## src/rtl/shrr_pkg.sv

```systemverilog
// ----------------------------------------------------------------------------
// SHA-256 reduced-round unit package
// Shared payload types, controller commands, and the round constant table.
// ----------------------------------------------------------------------------
package shrr_pkg;

   localparam int unsigned WordWidth = 32;

   typedef struct packed {
      logic [31:0] message_word;
      logic [5:0]  valid_bits;
      logic        final_item;
   } req_payload_type;

   typedef struct packed {
      logic [31:0] digest_word;
      logic [2:0]  word_index;
      logic        status;
      logic        last_result;
   } rsp_payload_type;

   typedef enum logic [2:0] {
      WSEL_DATA = 3'b000,
      WSEL_PAD  = 3'b001,
      WSEL_ZERO = 3'b010,
      WSEL_LENH = 3'b011,
      WSEL_LENL = 3'b100
   } wsel_type;

   // Commands from the controller to the datapath.
   typedef struct packed {
      logic       load_iv;
      logic       clear_len;
      logic       add_len;
      logic       push;
      wsel_type   wsel;
      logic       start_block;
      logic       round_step;
      logic       finish_block;
      logic [2:0] out_index;
   } dp_cmd_type;

   // Status from the datapath to the controller.
   typedef struct packed {
      logic       block_full;
      logic [3:0] fill;
      logic       last_round;
   } dp_stat_type;

   localparam int unsigned RoundCodeW = 7;

   localparam logic [31:0] ROUND_K [64] = '{
      32'h428a2f98, 32'h71374491, 32'hb5c0fbcf, 32'he9b5dba5, 32'h3956c25b,
      32'h59f111f1, 32'h923f82a4, 32'hab1c5ed5, 32'hd807aa98, 32'h12835b01,
      32'h243185be, 32'h550c7dc3, 32'h72be5d74, 32'h80deb1fe, 32'h9bdc06a7,
      32'hc19bf174, 32'he49b69c1, 32'hefbe4786, 32'h0fc19dc6, 32'h240ca1cc,
      32'h2de92c6f, 32'h4a7484aa, 32'h5cb0a9dc, 32'h76f988da, 32'h983e5152,
      32'ha831c66d, 32'hb00327c8, 32'hbf597fc7, 32'hc6e00bf3, 32'hd5a79147,
      32'h06ca6351, 32'h14292967, 32'h27b70a85, 32'h2e1b2138, 32'h4d2c6dfc,
      32'h53380d13, 32'h650a7354, 32'h766a0abb, 32'h81c2c92e, 32'h92722c85,
      32'ha2bfe8a1, 32'ha81a664b, 32'hc24b8b70, 32'hc76c51a3, 32'hd192e819,
      32'hd6990624, 32'hf40e3585, 32'h106aa070, 32'h19a4c116, 32'h1e376c08,
      32'h2748774c, 32'h34b0bcb5, 32'h391c0cb3, 32'h4ed8aa4a, 32'h5b9cca4f,
      32'h682e6ff3, 32'h748f82ee, 32'h78a5636f, 32'h84c87814, 32'h8cc70208,
      32'h90befffa, 32'ha4506ceb, 32'hbef9a3f7, 32'hc67178f2
   };

   localparam int unsigned CsrRoundCount = 0;
   localparam int unsigned CsrIv01       = 1;
   localparam int unsigned CsrIv23       = 2;
   localparam int unsigned CsrIv45       = 3;
   localparam int unsigned CsrIv67       = 4;

endpackage

```

## src/rtl/sha256_hash_reduced_rounds_unit.sv

```systemverilog
// ----------------------------------------------------------------------------
// SHA-256 reduced-round hash unit
// Words are taken only in the idle state; intake stalls during padding, rounds and output.
// The final item is padded by the unit, which then returns eight digest responses, one
// a cycle unless rsp_stall holds them, or one error response for a bad partial byte.
// Reset is synchronous; it restores the standard IV and 64 rounds.
// ----------------------------------------------------------------------------
module sha256_hash_reduced_rounds_unit (
   input  logic                       clock,
   input  logic                       reset,
   input  logic                       req_valid,
   output logic                       req_stall,
   input  shrr_pkg::req_payload_type  req_payload,
   output logic                       rsp_valid,
   input  logic                       rsp_stall,
   output shrr_pkg::rsp_payload_type  rsp_payload,
   input  logic                       csr_write,
   input  logic [2:0]                 csr_index,
   input  logic [63:0]                csr_data
);

   logic [6:0]   round_ff;
   logic [255:0] iv_ff;
   logic [5:0]   data_bits;
   logic         rsp_error;
   logic [2:0]   rsp_index;
   logic [31:0]  digest_word;
   shrr_pkg::dp_cmd_type  cmd;
   shrr_pkg::dp_stat_type stat;

   always_ff @(posedge clock) begin
      if (reset) begin
         round_ff <= 7'd64;
         iv_ff    <= {64'h6a09e667bb67ae85, 64'h3c6ef372a54ff53a,
                      64'h510e527f9b05688c, 64'h1f83d9ab5be0cd19};
      end else if (csr_write) begin
         case (csr_index)
            3'(shrr_pkg::CsrRoundCount): round_ff <= csr_data[6:0];
            3'(shrr_pkg::CsrIv01):       iv_ff[255:192] <= csr_data;
            3'(shrr_pkg::CsrIv23):       iv_ff[191:128] <= csr_data;
            3'(shrr_pkg::CsrIv45):       iv_ff[127:64]  <= csr_data;
            3'(shrr_pkg::CsrIv67):       iv_ff[63:0]    <= csr_data;
            default: ;
         endcase
      end
   end

   shrr_control u_control (
      .clock       (clock),
      .reset       (reset),
      .req_valid   (req_valid),
      .req_stall   (req_stall),
      .req_payload (req_payload),
      .rsp_valid   (rsp_valid),
      .rsp_stall   (rsp_stall),
      .rsp_error   (rsp_error),
      .rsp_index   (rsp_index),
      .cmd         (cmd),
      .stat        (stat),
      .data_bits   (data_bits)
   );

   shrr_datapath u_datapath (
      .clock       (clock),
      .reset       (reset),
      .cmd         (cmd),
      .stat        (stat),
      .data_word   (req_payload.message_word),
      .data_bits   (data_bits),
      .round_count (round_ff),
      .iv_value    (iv_ff),
      .digest_word (digest_word)
   );

   assign rsp_payload.digest_word = rsp_error ? 32'd0 : digest_word;
   assign rsp_payload.word_index  = rsp_index;
   assign rsp_payload.status      = rsp_error;
   assign rsp_payload.last_result = rsp_error || (rsp_index == 3'd7);

endmodule

```

## src/rtl/shrr_datapath.sv

```systemverilog
// ----------------------------------------------------------------------------
// SHA-256 reduced-round datapath
// Message window, bit length, schedule expansion, round logic and chaining.
// ----------------------------------------------------------------------------
module shrr_datapath (
   input  logic                       clock,
   input  logic                       reset,
   input  shrr_pkg::dp_cmd_type       cmd,
   output shrr_pkg::dp_stat_type      stat,
   input  logic [31:0]                data_word,
   input  logic [5:0]                 data_bits,
   input  logic [6:0]                 round_count,
   input  logic [255:0]               iv_value,
   output logic [31:0]                digest_word
);

   logic [31:0] window_ff [16];
   logic [31:0] window_in [16];
   logic [31:0] chain_ff [8];
   logic [31:0] chain_in [8];
   logic [31:0] work_ff [8];
   logic [31:0] work_in [8];
   logic [4:0]  fill_ff, fill_in;
   logic [63:0] len_ff, len_in;
   logic [6:0]  round_ff, round_in;
   logic [6:0]  limit;
   logic [31:0] push_word;
   logic [31:0] mask;
   logic [31:0] s0, s1, w_new, wt;
   logic [31:0] t1, t2, ch, mj, e, a;

   assign limit = (round_count > 7'd64) ? 7'd64 : round_count;
   assign mask  = (data_bits == 6'd0) ? 32'd0 : (32'hFFFFFFFF << (6'd32 - data_bits));

   always_comb begin
      unique case (cmd.wsel)
         shrr_pkg::WSEL_DATA: push_word = data_word;
         shrr_pkg::WSEL_PAD:  push_word = (data_word & mask) | (32'h80000000 >> data_bits);
         shrr_pkg::WSEL_ZERO: push_word = 32'd0;
         shrr_pkg::WSEL_LENH: push_word = len_ff[63:32];
         shrr_pkg::WSEL_LENL: push_word = len_ff[31:0];
         default:             push_word = 32'd0;
      endcase
   end

   always_comb begin
      s0 = {window_ff[1][6:0], window_ff[1][31:7]} ^
           {window_ff[1][17:0], window_ff[1][31:18]} ^ (window_ff[1] >> 3);
      s1 = {window_ff[14][16:0], window_ff[14][31:17]} ^
           {window_ff[14][18:0], window_ff[14][31:19]} ^ (window_ff[14] >> 10);
      w_new = s1 + window_ff[9] + s0 + window_ff[0];
      wt = window_ff[0];
      e = work_ff[4];
      a = work_ff[0];
      ch = (e & work_ff[5]) ^ (~e & work_ff[6]);
      mj = (a & work_ff[1]) ^ (a & work_ff[2]) ^ (work_ff[1] & work_ff[2]);
      t1 = work_ff[7] + ({e[5:0], e[31:6]} ^ {e[10:0], e[31:11]} ^ {e[24:0], e[31:25]})
           + ch + shrr_pkg::ROUND_K[round_ff[5:0]] + wt;
      t2 = ({a[1:0], a[31:2]} ^ {a[12:0], a[31:13]} ^ {a[21:0], a[31:22]}) + mj;
   end

   always_comb begin
      window_in = window_ff;
      chain_in  = chain_ff;
      work_in   = work_ff;
      fill_in   = fill_ff;
      len_in    = len_ff;
      round_in  = round_ff;
      if (cmd.clear_len) begin
         len_in  = 64'd0;
         fill_in = 5'd0;
      end
      if (cmd.add_len) begin
         len_in = len_ff + {58'd0, data_bits};
      end
      if (cmd.load_iv) begin
         for (int i = 0; i < 8; i++) begin
            chain_in[i] = iv_value[255 - 32 * i -: 32];
         end
      end
      if (cmd.push) begin
         window_in[fill_ff[3:0]] = push_word;
         fill_in = fill_ff + 5'd1;
      end
      if (cmd.start_block) begin
         work_in  = chain_ff;
         round_in = 7'd0;
         fill_in  = 5'd0;
      end
      if (cmd.round_step) begin
         work_in[7] = work_ff[6];
         work_in[6] = work_ff[5];
         work_in[5] = work_ff[4];
         work_in[4] = work_ff[3] + t1;
         work_in[3] = work_ff[2];
         work_in[2] = work_ff[1];
         work_in[1] = work_ff[0];
         work_in[0] = t1 + t2;
         for (int i = 0; i < 15; i++) begin
            window_in[i] = window_ff[i + 1];
         end
         window_in[15] = w_new;
         round_in = round_ff + 7'd1;
      end
      if (cmd.finish_block) begin
         for (int i = 0; i < 8; i++) begin
            chain_in[i] = chain_ff[i] + work_ff[i];
         end
      end
   end

   always_ff @(posedge clock) begin
      window_ff <= window_in;
      chain_ff  <= chain_in;
      if (reset) begin
         for (int i = 0; i < 8; i++) begin
            work_ff[i] <= 32'd0;
         end
         fill_ff  <= 5'd0;
         len_ff   <= 64'd0;
         round_ff <= 7'd0;
      end else begin
         work_ff  <= work_in;
         fill_ff  <= fill_in;
         len_ff   <= len_in;
         round_ff <= round_in;
      end
   end

   assign stat.block_full = fill_ff[4];
   assign stat.fill       = fill_ff[3:0];
   assign stat.last_round = (round_ff >= limit);
   assign digest_word     = chain_ff[cmd.out_index];

endmodule

```

## src/rtl/shrr_control.sv

```systemverilog
// ----------------------------------------------------------------------------
// SHA-256 reduced-round controller
// Sequences word intake, padding, compression and digest output.
// ----------------------------------------------------------------------------
module shrr_control (
   input  logic                       clock,
   input  logic                       reset,
   input  logic                       req_valid,
   output logic                       req_stall,
   input  shrr_pkg::req_payload_type  req_payload,
   output logic                       rsp_valid,
   input  logic                       rsp_stall,
   output logic                       rsp_error,
   output logic [2:0]                 rsp_index,
   output shrr_pkg::dp_cmd_type       cmd,
   input  shrr_pkg::dp_stat_type      stat,
   output logic [5:0]                 data_bits
);

   typedef enum logic [6:0] {
      ST_IDLE   = 7'b0000001,
      ST_TAIL   = 7'b0000010,
      ST_ZEROS  = 7'b0000100,
      ST_LENGTH = 7'b0001000,
      ST_ROUNDS = 7'b0010000,
      ST_FOLD   = 7'b0100000,
      ST_OUTPUT = 7'b1000000
   } state_type;

   state_type   state_ff, state_in;
   logic        active_ff, active_in;
   logic        final_ff, final_in;
   logic        full32_ff, full32_in;
   logic        lenlo_ff, lenlo_in;
   logic        err_ff, err_in;
   logic [2:0]  idx_ff, idx_in;
   logic [5:0]  vb;
   logic [7:0]  pbyte;
   logic        bad;
   logic        accept;

   assign vb    = (req_payload.valid_bits > 6'd32) ? 6'd32 : req_payload.valid_bits;
   assign pbyte = 8'(req_payload.message_word >> (5'd24 - {vb[4:3], 3'd0}));
   assign bad   = (vb[2:0] != 3'd0) && ((pbyte & (8'hFF >> vb[2:0])) != 8'd0);
   assign req_stall = (state_ff != ST_IDLE);
   assign accept    = req_valid && !req_stall;
   assign data_bits = final_ff ? 6'd0 : (req_payload.final_item ? vb : 6'd32);
   assign rsp_valid = (state_ff == ST_OUTPUT);
   assign rsp_error = err_ff;
   assign rsp_index = idx_ff;

   always_comb begin
      state_in  = state_ff;
      active_in = active_ff;
      final_in  = final_ff;
      full32_in = full32_ff;
      lenlo_in  = lenlo_ff;
      err_in    = err_ff;
      idx_in    = idx_ff;
      cmd       = '0;
      cmd.wsel  = shrr_pkg::WSEL_DATA;
      cmd.out_index = idx_ff;
      unique case (state_ff)
         ST_IDLE: begin
            if (accept) begin
               cmd.load_iv = !active_ff;
               cmd.clear_len = !active_ff;
               active_in = 1'b1;
               if (!req_payload.final_item) begin
                  cmd.add_len = 1'b1;
                  cmd.push = 1'b1;
                  if (stat.fill == 4'd15) begin
                     final_in = 1'b0;
                     state_in = ST_ROUNDS;
                     cmd.start_block = 1'b1;
                  end
               end else if (bad) begin
                  err_in = 1'b1;
                  idx_in = 3'd0;
                  active_in = 1'b0;
                  state_in = ST_OUTPUT;
               end else begin
                  cmd.add_len = 1'b1;
                  cmd.push = 1'b1;
                  cmd.wsel = (vb == 6'd32) ? shrr_pkg::WSEL_DATA : shrr_pkg::WSEL_PAD;
                  full32_in = (vb == 6'd32);
                  final_in = 1'b1;
                  lenlo_in = 1'b0;
                  err_in = 1'b0;
                  if (stat.fill == 4'd15) begin
                     state_in = ST_ROUNDS;
                     cmd.start_block = 1'b1;
                  end else begin
                     state_in = full32_in ? ST_TAIL : ST_ZEROS;
                  end
               end
            end
         end
         ST_TAIL: begin
            cmd.push = 1'b1;
            cmd.wsel = shrr_pkg::WSEL_PAD;
            full32_in = 1'b0;
            if (stat.fill == 4'd15) begin
               state_in = ST_ROUNDS;
               cmd.start_block = 1'b1;
            end else begin
               state_in = ST_ZEROS;
            end
         end
         ST_ZEROS: begin
            if (stat.fill == 4'd14) begin
               state_in = ST_LENGTH;
            end else begin
               cmd.push = 1'b1;
               cmd.wsel = shrr_pkg::WSEL_ZERO;
               if (stat.fill == 4'd15) begin
                  state_in = ST_ROUNDS;
                  cmd.start_block = 1'b1;
               end
            end
         end
         ST_LENGTH: begin
            cmd.push = 1'b1;
            cmd.wsel = lenlo_ff ? shrr_pkg::WSEL_LENL : shrr_pkg::WSEL_LENH;
            if (lenlo_ff) begin
               state_in = ST_ROUNDS;
               cmd.start_block = 1'b1;
            end
            lenlo_in = 1'b1;
         end
         ST_ROUNDS: begin
            if (stat.last_round) begin
               state_in = ST_FOLD;
            end else begin
               cmd.round_step = 1'b1;
            end
         end
         ST_FOLD: begin
            cmd.finish_block = 1'b1;
            idx_in = 3'd0;
            if (!final_ff) begin
               state_in = ST_IDLE;
            end else if (full32_ff) begin
               state_in = ST_TAIL;
            end else if (lenlo_ff) begin
               state_in = ST_OUTPUT;
            end else begin
               state_in = ST_ZEROS;
            end
         end
         ST_OUTPUT: begin
            if (!rsp_stall) begin
               idx_in = idx_ff + 3'd1;
               if (err_ff || idx_ff == 3'd7) begin
                  state_in = ST_IDLE;
                  active_in = 1'b0;
                  final_in = 1'b0;
                  err_in = 1'b0;
                  cmd.clear_len = 1'b1;
               end
            end
         end
         default: state_in = ST_IDLE;
      endcase
   end

   always_ff @(posedge clock) begin
      if (reset) begin
         state_ff  <= ST_IDLE;
         active_ff <= 1'b0;
         final_ff  <= 1'b0;
         full32_ff <= 1'b0;
         lenlo_ff  <= 1'b0;
         err_ff    <= 1'b0;
         idx_ff    <= 3'd0;
      end else begin
         state_ff  <= state_in;
         active_ff <= active_in;
         final_ff  <= final_in;
         full32_ff <= full32_in;
         lenlo_ff  <= lenlo_in;
         err_ff    <= err_in;
         idx_ff    <= idx_in;
      end
   end

endmodule

```

## config.mk

```make
export PLATFORM = sky130hd
export DESIGN_NAME = sha256_hash_reduced_rounds_unit
export DESIGN_NICKNAME = d
export VERILOG_FILES = /design/src/rtl/shrr_pkg.sv /design/src/rtl/sha256_hash_reduced_rounds_unit.sv /design/src/rtl/shrr_datapath.sv /design/src/rtl/shrr_control.sv
export SDC_FILE = /design/constraint.sdc
export NUM_CORES = 2
export LEC_CHECK = 0
export BUFFER_PORTS_ARGS = -buffer_cell sky130_fd_sc_hd__buf_2
export CORE_ASPECT_RATIO = 1.1
export CORE_MARGIN = 2
export CORE_UTILIZATION = 30
export DETAILED_ROUTE_END_ITERATION = 7
export PLACE_DENSITY = 0.45
export SLEW_MARGIN = 40
export SYNTH_ARGS = -nofsm -noshare
export SYNTH_HDL_FRONTEND = slang
export SYNTH_SLANG_ARGS = --single-unit
export TNS_END_PERCENT = 50
```

## constraint.sdc

```tcl
create_clock -name clock -period 54.7 [get_ports clock]
set_input_delay 8.205 -clock clock [delete_from_list [all_inputs] [get_ports clock]]
set_output_delay 8.205 -clock clock [all_outputs]
set_load 0.02 [all_outputs]
```

-- After elaboration in Yosys (flattened, before gate mapping)
Memory sizes are Yosys's and may differ from the RTL's.
Index checks and enable logic that the tools add are counted.
- add/sub/neg operators: 24
- magnitude comparators: 7
- equality and inequality tests: 29
- shift-type cells: 4
- muxes and demuxes: 90
- bitwise logic cells: 23
- reductions and logical operators: 33
- operators with widths (cell ; number):
    2-to-1 mux 256 bit ; 4
    2-to-1 mux 512 bit ; 2
    adder 32 bit ; 18
    bitwise mux 512 bit ; 1
    bitwise XOR 32 bit ; 9
    2-to-1 mux 32 bit ; 7
    AND 32 bit ; 6
    demux 32 bit (select 4 bit) ; 1
    2-to-1 mux 64 bit ; 2
    one-hot mux 32 bit (4 select lines) ; 1
    2-to-1 mux 7 bit ; 16
    binary-select mux 32 bit (select 3 bit) ; 1
    adder 64 x 6 -> 64 bit ; 1
    one-hot mux 7 bit (7 select lines) ; 1
    inverter 32 bit ; 1
    OR 32 bit ; 1
    << shifter 32 x 6 -> 32 bit, first input constant ; 1
    >> shifter 32 x 5 -> 8 bit ; 1
    >> shifter 32 x 6 -> 32 bit, first input constant ; 1
    bitwise XOR 32 x 22 -> 32 bit ; 1
    bitwise XOR 32 x 29 -> 32 bit ; 1
    2-to-1 mux 1 bit ; 29
    2-to-1 mux 6 bit ; 4
    2-to-1 mux 3 bit ; 7
    53 further kinds ; 93
- register bits after elaboration: 1378
- bits in read-only memories: 2048
- input port bits: 111
- output and inout port bits: 39
- logic and storage cells: 258
- memories kept: 1
- memory list (name ; depth ; bits a word ; read ports ; clocked after Yosys merged registers in ; write ports ; line ; RTL):
    (name not given) ; 64 ; 32 ; 1 ; 0 ; 0 ; shrr_datapath.sv:58 ; + ch + shrr_pkg::ROUND_K[round_ff[5:0]] + wt;

-- Longest topological paths before layout
- depth in word-level cells: 16
- gate-level depth with buffers: 43
- mapped depth without buffers: 41

-- Cells and area by module
Synthesis repeated with hierarchy kept, for this count alone.
- cell total of the unflattened synthesis: 9145
- area total of the unflattened synthesis: 90234.0 um^2
- modules (own cells, without submodules) (module ; instances ; cells an instance ; area an instance (um^2) ; seq. area each (um^2)):
    shrr_datapath ; 1 ; 7911 ; 78202.5 ; 29708.5
    sha256_hash_reduced_rounds_unit ; 1 ; 1029 ; 10518.8 ; 5265.0
    shrr_control ; 1 ; 205 ; 1512.7 ; 300.3

-- Least setup slack after synthesis
Ideal clock, no wire load.
- path type: input port to flip-flop
- start point: in req_valid
- end point: reg u_datapath.chain_ff[0] (netlist name) (enable)
- library setup time: 1.227 ns
- arrival time: 26.139 ns
- data required time: 53.473 ns
- slack: 27.334 ns
- stages: 2
- buffers on the path: 0
- cell sequence: nand2_1 o21ai_0
- longest elaborated chain between the ends: 4
- ends and longest elaborated chain (what ; line ; RTL):
    from (decl) ; sha256_hash_reduced_rounds_unit.sv:11 ; input logic req_valid,
    logical AND 1 bit ; shrr_control.sv:46 ; assign accept = req_valid && !req_stall;
    2-to-1 mux 8 bit ; shrr_control.sv:65 ; if (accept) begin
    2-to-1 mux 1 bit ; shrr_control.sv:63 ; unique case (state_ff)
    nonzero test 2 bit (no source line) ; -- ;
    to (signal assigned) ; shrr_datapath.sv:114 ; chain_ff <= chain_in;
    to (decl) ; shrr_datapath.sv:19 ; logic [31:0] chain_ff [8];
No other way between the ends.
A chain may end at the register's enable or synchronous reset.

-- Worst setup path in the final report
- start point: in req_payload[6] (netlist name)
- end point: reg u_datapath.work_ff[65] (netlist name)
- longest elaborated chain between the ends: 12
- elaborated cells on any way between the ends: 14
- classes of those cells: 1 x add/sub; 1 x order compare; 2 x shift; 5 x mux; 1 x bitwise; 4 x reduce/logical
- ends and longest elaborated chain (what ; line ; RTL):
    from (decl) ; sha256_hash_reduced_rounds_unit.sv:13 ; input shrr_pkg::req_payload_type req_payload,
    > comparator 6 bit (*) ; shrr_control.sv:42 ; assign vb = (req_payload.valid_bits > 6'd32) ? 6'd32 : req_payload.valid_bits;
    2-to-1 mux 6 bit (*) ; shrr_control.sv:42 ;
    subtractor 5 bit ; shrr_control.sv:43 ; assign pbyte = 8'(req_payload.message_word >> (5'd24 - {vb[4:3], 3'd0}));
    >> shifter 32 x 5 -> 8 bit ; shrr_control.sv:43 ;
    AND 8 bit ; shrr_control.sv:44 ; assign bad = (vb[2:0] != 3'd0) && ((pbyte & (8'hFF >> vb[2:0])) != 8'd0);
    nonzero test 8 bit ; shrr_control.sv:44 ;
    logical AND 1 bit (*) ; shrr_control.sv:44 ;
    2-to-1 mux 6 bit (*) ; shrr_control.sv:77 ; end else if (bad) begin
    2-to-1 mux 1 bit (*) ; shrr_control.sv:69 ; if (!req_payload.final_item) begin
    2-to-1 mux 8 bit (*) ; shrr_control.sv:65 ;
    one-hot mux 5 bit (4 select lines) (*) ; shrr_control.sv:63 ;
    nonzero test 2 bit (no source line) (*) ; -- ;
    to (signal assigned) ; shrr_datapath.sv:123 ; work_ff <= work_in;
    to (decl) ; shrr_datapath.sv:21 ; logic [31:0] work_ff [8];
Every way passes the cells marked *; elsewhere a longest branch is shown, timed or not.

==> impl_results.md <==
- Status: finished clean
- Sink Count: roughly 1400
- CTS tree: yes
- Initial Utilization: between 30% and 40%
- Drt total wl: between 300000 and 400000 um
- Wire length per cell: 26.95 um
- Worst-skew pair later-pin latency: around 0.88 ns
- Inst Count DP: approximately 13000
- Dpl ws: roughly 41 ns
- H-Tree Depth: 4
- Worst setup path class: primary input to flip-flop
- Avg Vias per Cell: 5.500
- Post-route clock skew: slightly above 0.1 ns
- Largest net degree at the start of global routing: 160
- Rows: ~210
- Layout cells sized above 1: about a tenth
- Async set-reset flop share out of synthesis: 0%
- Cell mode on critical path: buf_4
- # hold bufs at CTS: 0
- Flop2flop setup slack: 43.45 ns
- Primary FF master, synth: edfxtp_1
- Req. time, crit path: 55.34 ns
- Total grt overflow: 0
- PortBufs: 149
- Fillers: approximately 30000
- Setup WS post-layout: roughly 42 ns
- Clock slew seen by the registers of the worst setup and hold paths: about 0.060 ns
- CTS Root Cell: clkbuf_16
- Post-CTS sizing: 0
- Cell taking the most area after synthesis: edfxtp_1
- Worst Path Arrival: roughly 13 ns
- Placed Area: a little over 0.09 mm2
- Initial antenna violation count: 18
- Fin cells: approximately 13000
- Startpoint class of the critical path: primary input
- Setup Fix Bufs, Post-CTS: 0
- Post-layout min period: 12.71 ns
- Synth Cell Area: approximately 0.087 mm2
- GPL Wtd Cong: 0.9309
- DR DRC count: 0
- Yosys Warn Count: 0
- Crit-path max cell delay: 0.72 ns
- R2R depth: 37
- Multi-input gate area: around 0.05 mm2
- Pre-antenna DRT Iters: 8
- Die Wd: a little over 500 um
- Core Region: 0.2893 mm2
- Cells after synthesis: between 9000 and 10000
- Most numerous cell in the Yosys netlist: nand2_1
- Final instance area: approximately 0.098 mm2
- Worst reg2reg path startpoint: u_datapath.round_ff[1]
- Commonest cells post-synth: nand2_1 (1250), edfxtp_1 (768), dfxtp_1 (609)
- Synthesized net count: roughly 9800
- Period utilization: between 20% and 30%
- Setup tns final: 0 ns
- Reported leakage power: ~40 nW
- Die Ht: 569.6 um
- Worst Path Max Fanout: 44
- Worst setup EP type: flip-flop
- 1st-iter DRT viols: 6310
- Post-DP HPWL: 256500 um
- Hold path startpoint: u_datapath.work_ff[70]
- Seq cells post-synth: between 1000 and 1500
- Top-area cell type share of the netlist area: between 20% and 30%
- Synth Area per Inst: between 9 and 10 um2
- Tot GR Track Use: 22.84%
- RR Endpoint: u_datapath.a[31]
- Vias in the first global route: 68590
- Sequential Area: ~0.035 mm2
- PwrDens: between 20 and 30 mW/mm2
- Clock buffer depth: 4
- Remaining antenna violation count after routing: 0
- Sequential area share after synthesis: ~40%
- First-pass GRT wire length: roughly 500000 um
- I/O Pins: 150
- Die area: approximately 0.30 mm2
- Leading post-synthesis cells by cell area: edfxtp_1 (26%), dfxtp_1 (14%), ha_1 (6.0%), nand2_1 (5.4%), fa_1 (4.5%)
- DR vias: 71290
- P&R area growth vs syn: 12.43%
- Final Max Tran Viols: 0
- Synth unique cells: 97
- RSZ-0062 raised after global routing: no
- Max Cap Violations: 0
- Cell chain of the critical path: buf_2 -> nor2b_1 -> and3_1 -> o221a_1 -> nor3_2 -> a2bb2oi_2 -> o21a_1 -> or2_1 -> a22oi_2 -> buf_4 -> buf_4 -> buf_4 -> buf_4 -> nor2_1 -> a211oi_1 -> a211oi_1
- Final hold vios: 0
- # setup viols final: 0
- HP Class: flip-flop to flip-flop
- Nets@finish: slightly below 10000
- EDFF count, synth: 768
- Worst Max-Slew Pin Slew: around 1.1 ns
- Hold Path Sink: u_datapath.work_ff[38]
- Peak VDD IR: 27.56 uV
- Hold Path Depth: 2
- Crit path max-delay cell type: buf_4
- Fmax: 78.66 MHz
- Max-Slew Margin vs Limit: 27.55%
- Total CTS buffers: approximately 170
layout make-up:
class	count	share of cell area [%]
Clock inverter	66	0.6250
Inverter	289	1.106
Antenna cell	4	0.01020
Sequential cell	1377	35.96
Timing Repair Buffer	328	2.523
Clock buffer	252	5.073
Tap cell	3866	4.931
Multi-Input combinational cell	6781	49.77
state kept, by name (all words and copies together), names as in the netlist:
| register | cells |
|---|---|
| u_datapath.a | 32 |
| u_datapath.window_ff | 480 |
| u_control.state_ff | 7 |
| u_control.full32_ff | 1 |
| u_datapath.round_ff | 7 |
| u_datapath.fill_ff | 4 |
| u_control.rsp_error | 1 |
| u_datapath.work_ff | 192 |
| u_control.rsp_index | 3 |
| u_datapath.len_ff | 64 |
| u_control.active_ff | 1 |
| iv_ff | 256 |
| u_datapath.wt | 32 |
| u_datapath.chain_ff | 256 |
| u_datapath.e | 32 |
| u_control.lenlo_ff | 1 |
| round_ff | 7 |
| u_control.final_ff | 1 |
critical path, delay by kind of cell:
family | cells | cell delay [ns]
buffers and inverters | 5 | 2.84
AO/OA/AOI/OAI | 6 | 1.16
AND/OR/NAND/NOR | 5 | 0.97
cell usage in the layout (no fill, tap or decap), types with 59 or more instances in the layout:
cell type  count
nand2b_1      78
nand2_1     1250
edfxtp_1     768
nor3_1        78
nand3_1      139
nand3b_1     147
xnor2_1      402
a211oi_1     317
xor2_1       178
buf_4        140
dfxtp_1      600
o21ai_0      565
a21o_1       210
mux4_2        76
a21oi_1      555
inv_1        284
buf_2        148
a22o_1       400
ha_1         420
fa_1         196
clkbuf_16    181
mux2i_1      291
a31oi_1       59
nor2_1       578
where the power goes:
part / switching, W / internal, W
registers: 0.0000437 / 0.00113
logic: 0.000380 / 0.000203
clock network: 0.000489 / 0.000675
per-layer routing:
layer | wire (um) | up-vias | part of all wire (%) | GRT usage, %
met3 | 18780 | 458 | 5.4 | 2.930
li1 | - | 32690 | - | -
met5 | 25 | - | 0.0072 | 0
met4 | 13500 | 6 | 3.9 | 7.954
met2 | 163200 | 2258 | 47 | 37.66
met1 | 153900 | 35880 | 44 | 30.69
worst max-delay path by stage:
stage	startpoint	endpoint	depth (start not counted)
after CTS	req_payload[6]	u_datapath.work_ff[65]	16
after floorplan	req_valid	u_datapath.chain_ff[0]	2
after global placement	req_payload[6]	u_datapath.work_ff[1]	17
final	req_payload[6]	u_datapath.work_ff[65]	16
after detailed placement	req_payload[6]	u_datapath.work_ff[65]	16
after global routing	req_payload[6]	u_datapath.work_ff[65]	17
cell families after synthesis:
| group | Yosys count | share of synthesized area (%) |
|---|---|---|
| compound gates | 2579 | 19.78 |
| xor+xnor | 590 | 5.923 |
| fa+ha+maj | 640 | 10.80 |
| buf+inv | 882 | 4.076 |
| flops | 1377 | 40.41 |
| mux | 418 | 5.957 |
| simple gates | 2554 | 13.06 |
through the flow:
step	power, W	hold slack [ns]	util, %
2_1_floorplan	0.001575	0.4318	-
5_1_grt	0.003039	0.4686	33.90
3_5_place_dp	0.001776	0.4471	31.95
3_3_place_gp	0.001764	0.4419	31.74
4_1_cts	0.002949	0.4554	33.88
6_report	0.002922	0.4491	33.91
No activity file was read; power rests on OpenSTA's default activity.
